`src/design/rmth_pkg.sv`:
```
`default_nettype none
package rmth_pkg;

   localparam int HEAP_DEPTH_DEF = 512;
   localparam int VALUE_W        = 32;
   localparam int MEDIAN_W       = 33;
   localparam int COUNT_W        = 10;
   localparam int OP_W           = 4;

   // Datapath operation codes issued by the controller.
   localparam logic [OP_W-1:0] OP_NONE        = 4'd0;
   localparam logic [OP_W-1:0] OP_LOAD        = 4'd1;
   localparam logic [OP_W-1:0] OP_PUSH_INIT   = 4'd2;
   localparam logic [OP_W-1:0] OP_PUSH_READ   = 4'd3;
   localparam logic [OP_W-1:0] OP_PUSH_WRITE  = 4'd4;
   localparam logic [OP_W-1:0] OP_PUSH_MOVE   = 4'd5;
   localparam logic [OP_W-1:0] OP_POP_INIT    = 4'd6;
   localparam logic [OP_W-1:0] OP_POP_RLAST   = 4'd7;
   localparam logic [OP_W-1:0] OP_POP_LAST    = 4'd8;
   localparam logic [OP_W-1:0] OP_POP_READ_C  = 4'd9;
   localparam logic [OP_W-1:0] OP_POP_RC      = 4'd10;
   localparam logic [OP_W-1:0] OP_POP_RC1     = 4'd11;
   localparam logic [OP_W-1:0] OP_POP_WLAST   = 4'd12;
   localparam logic [OP_W-1:0] OP_POP_MOVE    = 4'd13;
   localparam logic [OP_W-1:0] OP_XFER        = 4'd14;
   localparam logic [OP_W-1:0] OP_RESP        = 4'd15;

   typedef struct packed {
      logic [OP_W-1:0] op;
      logic            pop_sel;   // 0: lower (max) heap, 1: upper (min) heap
   } cmd_type;

   typedef struct packed {
      logic full;
      logic i_zero;
      logic val_above;
      logic n_zero;
      logic c_ge_n;
      logic c1_lt_n;
      logic rdata_above_hc;
      logic hc_above_last;
      logic lower_big;
      logic upper_big;
      logic rsp_free;
   } stat_type;

   // True when a must sit above b: max-heap for the lower half, min-heap above.
   function automatic logic ranks_above(input logic signed [VALUE_W-1:0] a,
                                        input logic signed [VALUE_W-1:0] b,
                                        input logic                      is_upper);
      ranks_above = is_upper ? (a < b) : (a > b);
   endfunction

endpackage
`default_nettype wire

```
`src/design/rmth_ctrl.sv`:
```
`default_nettype none
module rmth_ctrl (
   input  wire logic              clock,
   input  wire logic              reset,
   input  wire logic              req_valid,
   output logic                   req_ready,
   input  rmth_pkg::stat_type     stat,
   output rmth_pkg::cmd_type      cmd
);
   import rmth_pkg::*;

   localparam logic [3:0] S_IDLE      = 4'd0;
   localparam logic [3:0] S_PUSH_INIT = 4'd1;
   localparam logic [3:0] S_PUSH_CHK  = 4'd2;
   localparam logic [3:0] S_PUSH_CMP  = 4'd3;
   localparam logic [3:0] S_REBAL     = 4'd4;
   localparam logic [3:0] S_POP_N     = 4'd5;
   localparam logic [3:0] S_POP_LAST  = 4'd6;
   localparam logic [3:0] S_POP_CHK   = 4'd7;
   localparam logic [3:0] S_POP_RC    = 4'd8;
   localparam logic [3:0] S_POP_RC1   = 4'd9;
   localparam logic [3:0] S_POP_CMP   = 4'd10;
   localparam logic [3:0] S_XFER      = 4'd11;
   localparam logic [3:0] S_RESP      = 4'd12;

   logic [3:0] state_ff, state_in;
   logic       phase_ff, phase_in;   // high once the rebalance move has begun
   logic [3:0] after_push;

   assign after_push = phase_ff ? S_RESP : S_REBAL;
   assign req_ready  = (state_ff == S_IDLE);

   always_comb begin
      state_in    = state_ff;
      phase_in    = phase_ff;
      cmd.op      = OP_NONE;
      cmd.pop_sel = 1'b0;
      case (state_ff)
         S_IDLE: begin
            if (req_valid) begin
               cmd.op   = OP_LOAD;
               phase_in = 1'b0;
               state_in = stat.full ? S_RESP : S_PUSH_INIT;
            end
         end
         S_PUSH_INIT: begin
            cmd.op   = OP_PUSH_INIT;
            state_in = S_PUSH_CHK;
         end
         S_PUSH_CHK: begin
            if (stat.i_zero) begin
               cmd.op   = OP_PUSH_WRITE;
               state_in = after_push;
            end else begin
               cmd.op   = OP_PUSH_READ;
               state_in = S_PUSH_CMP;
            end
         end
         S_PUSH_CMP: begin
            if (stat.val_above) begin
               cmd.op   = OP_PUSH_MOVE;
               state_in = S_PUSH_CHK;
            end else begin
               cmd.op   = OP_PUSH_WRITE;
               state_in = after_push;
            end
         end
         S_REBAL: begin
            phase_in = 1'b1;
            if (stat.lower_big) begin
               cmd.op      = OP_POP_INIT;
               cmd.pop_sel = 1'b0;
               state_in    = S_POP_N;
            end else if (stat.upper_big) begin
               cmd.op      = OP_POP_INIT;
               cmd.pop_sel = 1'b1;
               state_in    = S_POP_N;
            end else begin
               state_in = S_RESP;
            end
         end
         S_POP_N: begin
            if (stat.n_zero) begin
               cmd.op   = OP_XFER;
               state_in = S_PUSH_INIT;
            end else begin
               cmd.op   = OP_POP_RLAST;
               state_in = S_POP_LAST;
            end
         end
         S_POP_LAST: begin
            cmd.op   = OP_POP_LAST;
            state_in = S_POP_CHK;
         end
         S_POP_CHK: begin
            if (stat.c_ge_n) begin
               cmd.op   = OP_POP_WLAST;
               state_in = S_XFER;
            end else begin
               cmd.op   = OP_POP_READ_C;
               state_in = S_POP_RC;
            end
         end
         S_POP_RC: begin
            cmd.op   = OP_POP_RC;
            state_in = stat.c1_lt_n ? S_POP_RC1 : S_POP_CMP;
         end
         S_POP_RC1: begin
            cmd.op   = OP_POP_RC1;
            state_in = S_POP_CMP;
         end
         S_POP_CMP: begin
            if (stat.hc_above_last) begin
               cmd.op   = OP_POP_MOVE;
               state_in = S_POP_CHK;
            end else begin
               cmd.op   = OP_POP_WLAST;
               state_in = S_XFER;
            end
         end
         S_XFER: begin
            cmd.op   = OP_XFER;
            state_in = S_PUSH_INIT;
         end
         S_RESP: begin
            if (stat.rsp_free) begin
               cmd.op   = OP_RESP;
               state_in = S_IDLE;
            end
         end
         default: begin
            state_in = S_IDLE;
         end
      endcase
   end

   always_ff @(posedge clock) begin
      if (reset) begin
         state_ff <= S_IDLE;
         phase_ff <= 1'b0;
      end else begin
         state_ff <= state_in;
         phase_ff <= phase_in;
      end
   end

endmodule
`default_nettype wire

```
`config.mk`:
```
export PLATFORM = sky130hd
export DESIGN_NAME = rmth_ctrl
export DESIGN_NICKNAME = d
export VERILOG_FILES = /design/src/design/rmth_pkg.sv /design/src/design/rmth_ctrl.sv
export SDC_FILE = /design/constraint.sdc
export NUM_CORES = 1
export LEC_CHECK = 0
export BUFFER_PORTS_ARGS = -buffer_cell sky130_fd_sc_hd__clkbuf_2
export CAP_MARGIN = 20
export CORE_UTILIZATION = 30
export DETAILED_ROUTE_END_ITERATION = 6
export GPL_TIMING_DRIVEN = 0
export RECOVER_POWER = 50
export SLEW_MARGIN = 20
export SYNTH_ARGS = -nofsm -noshare
export SYNTH_HDL_FRONTEND = slang
export SYNTH_SLANG_ARGS = --single-unit
```
`constraint.sdc`:
```
create_clock -name clock -period 1.34 [get_ports clock]
set_clock_uncertainty 0.15 [all_clocks]
set_input_delay 0.268 -clock clock [delete_from_list [all_inputs] [get_ports clock]]
set_output_delay 0.268 -clock clock [all_outputs]
set_load 0.03 [all_outputs]
```
==> reports/summary.txt <==
Placed inst area -> 883 sq um
Top cells by area, synth -> dfxtp_1 (15%), o21ai_0 (9.8%), a21oi_1 (6.8%), nand2_1 (5.6%), nor2b_1 (5.6%)
Hold path depth -> 2
Final TNS setup -> -3.44 ns
Grt ovf -> 0
Post-synthesis xor/xnor area fraction -> 0
First-pass GRT wire length -> 3950 um
Mapped Nets -> 116
Crit path max fanout -> 6
Synth Flop Type -> dfxtp_1
Vias/cell -> 5.82
Worst path arrival time -> 1.48 ns
I/O pin cnt -> 20
Top-area cell type share of the netlist area -> 0.150
Mux cell area share after synthesis -> 0
Number of synthesized flops with an enable pin -> 0
Core Util, Final -> 0.620
RSZ-0062 raised after global routing -> true
Max Slew Vio Count -> 0
Post-synthesis simple-gate area fraction -> 0.350
Crit path launch type -> flop
Sw frac -> 0.480
CTS buffer count -> 3
Max-cap violations -> 0
Worst Max-Slew Pin Slew -> 0.311 ns
Max Root-Sink Buffers -> 2
Post-Synth Adder-Cell Area -> 0
Non-Filler Instances -> 168
WS Path Type -> reg -> out
Yosys warnings -> 0
Chip width -> 49.1 um
Main combinational cell family by area after synthesis -> compound AO/OA/AOI/OAI gates
Antenna violations before repair -> 0
Reg power frac -> 0.098
Remaining antenna violation count after routing -> 0
Port Buffers -> 18
FILL cells -> 181
Overall routed net length -> 2840 um
Post-synthesis instance area -> 666 sq um
Status -> finished with violations
Placed Instances -> 147
Most common cell after layout, fill and taps aside -> buf_4
Initial DRC Count -> 49
Setup-failing EPs final -> 11
Initial DRT Pass Iterations -> 5
Max VDD drop -> 1.90 mV
Nets@finish -> 156
Die height -> 49.1 um
Setup WS post-layout -> -0.563 ns
Async set-reset flop share out of synthesis -> 0
Post-DP HPWL -> 1560 um
Clock Power Share -> 0.048
Vias -> 977
Share of cells above drive strength 1 -> 0.553
Synth-to-layout area growth -> 88.3%
NetSw -> 1.75 mW
Max-slew headroom -> 0.792
Row count -> 16
Hold WS -> 0.136 ns
Hold bufs inserted after CTS -> 0
Fmax -> 526 MHz
Final hold violations -> 0
Starting Density -> 0.329
Int Power -> 1.90 mW
Worst Reg-to-Reg Cells -> 6
Combinational share of power -> 0.854
Fin crit period -> 1.90 ns
Tot GR Track Use -> 0.211
Multi-input logic area -> 661 sq um
Design Area, Final -> 1250 sq um
Vias in the first global route -> 866
Sequential fraction of the synthesis area -> 0.150
Reg clk slew, reported paths -> 0.04 ns
DP Worst Slack -> -0.510 ns
Placeable Area -> 2020 sq um
HP Class -> in -> reg
#FFs+latches synth -> 5
WP data required -> 0.92 ns
P_leak -> 0.496 nW
Clock Latency Late Sink -> 0.25 ns
Gate Count Post-Synth -> 102
CTS H-tree depth -> 1
Crit end category -> output pin
Avg WL per Cell -> 16.9 um
Die area -> 2410 sq um
Diodes inserted -> 0
Post-synthesis compound-gate area fraction -> 0.374
Largest net degree at the start of global routing -> 11
Power per cell area -> 2910 nW/um^2
Total power -> 3.65 mW
Unique cell type count in the Yosys netlist -> 33
Register area -> 111 sq um
TritonCTS clock tree -> done
Most frequent cells in the layout -> buf_4 (15), clkbuf_2 (12), nand2_1 (9), buf_6 (7), nor2_1 (7)
Routability Congestion -> 0.913
CTS root buf -> clkbuf_4
DRC Markers -> 0
Crit share post-route -> 1.42
TritonCTS Sinks -> 5
Violated checks -> negative setup slack
Leading area contributor after synthesis -> dfxtp_1
Synthesized area per cell -> 6.53 sq um
per-layer routing:
layer	vias to the layer above	GRT usage	part of all wire
met5	-	0	0
met4	0	0.0588	0.019
met3	6	0.0374	0.071
met2	57	0.377	0.53
met1	462	0.255	0.38
li1	452	-	-
what timing repair did:
action | CTS | global route
pin swaps | 10 | 13
setup buffers | 17 | 3
setup endpoints to repair | 10 | 11
resized for setup | 34 | 26
cloned | 0 | 1
registers in the layout, indices dropped and copies added (netlist names):
register and flops:
state_ff 4, phase_ff 1
synthesized netlist by cell type (all sizes together) (2+ instances only):
cell type / n
o211ai: 3
a31oi: 3
nand3: 3
nor2b: 6
inv: 4
nor3: 4
buf: 9
a21oi: 9
nand2: 10
dfxtp: 5
o221ai: 3
nor3b: 2
nor2: 8
nand2b: 5
o21ai: 13
critical path, stage by stage, from the launching register on:
cell      delay, ns
dfxtp_4        0.38
buf_4          0.13
nand2b_4       0.07
o31a_1         0.35
o311ai_4       0.10
clkbuf_8       0.20
power groups by stage:
| stage | combinational [mW] | clock (mW) | sequential, mW |
|---|---|---|---|
| floorplan | 1.69 | 0 | 0.264 |
| finish | 3.12 | 0.175 | 0.357 |
| global route | 3.26 | 0.204 | 0.367 |
| global placement | 2.09 | 0 | 0.280 |
| detailed placement | 2.09 | 0 | 0.279 |
| CTS | 2.82 | 0.176 | 0.277 |
cells by family (layout without fill, tap and decap cells):
group / after synthesis / in the layout
buffers and inverters: 14 / 53
flip-flops: 5 / 5
AND/OR/NAND/NOR: 44 / 44
AO/OA/AOI/OAI: 39 / 39
worst paths after layout:
check	slack [ns]	start	endpoint
setup / recovery	-0.56	state_ff[2]$_SDFFE_PP0P_	cmd[1]
hold / removal	0.14	reset	phase_ff$_SDFFE_PP0P_
setup reg to reg	-0.18	state_ff[1]$_SDFFE_PP0P_	state_ff[2]$_SDFFE_PP0P_
hold reg to reg	0.37	phase_ff$_SDFFE_PP0P_	phase_ff$_SDFFE_PP0P_
layout make-up:
class,instances,share of cell area
Clock buffer,4,0.0210
Timing Repair Buffer,37,0.254
Buffer,8,0.0669
Sequential cell,5,0.0888
Multi-Input combinational cell,83,0.527
Inverter,4,0.0150
Tap cell,27,0.0269
(Power assumes the default switching activity.)
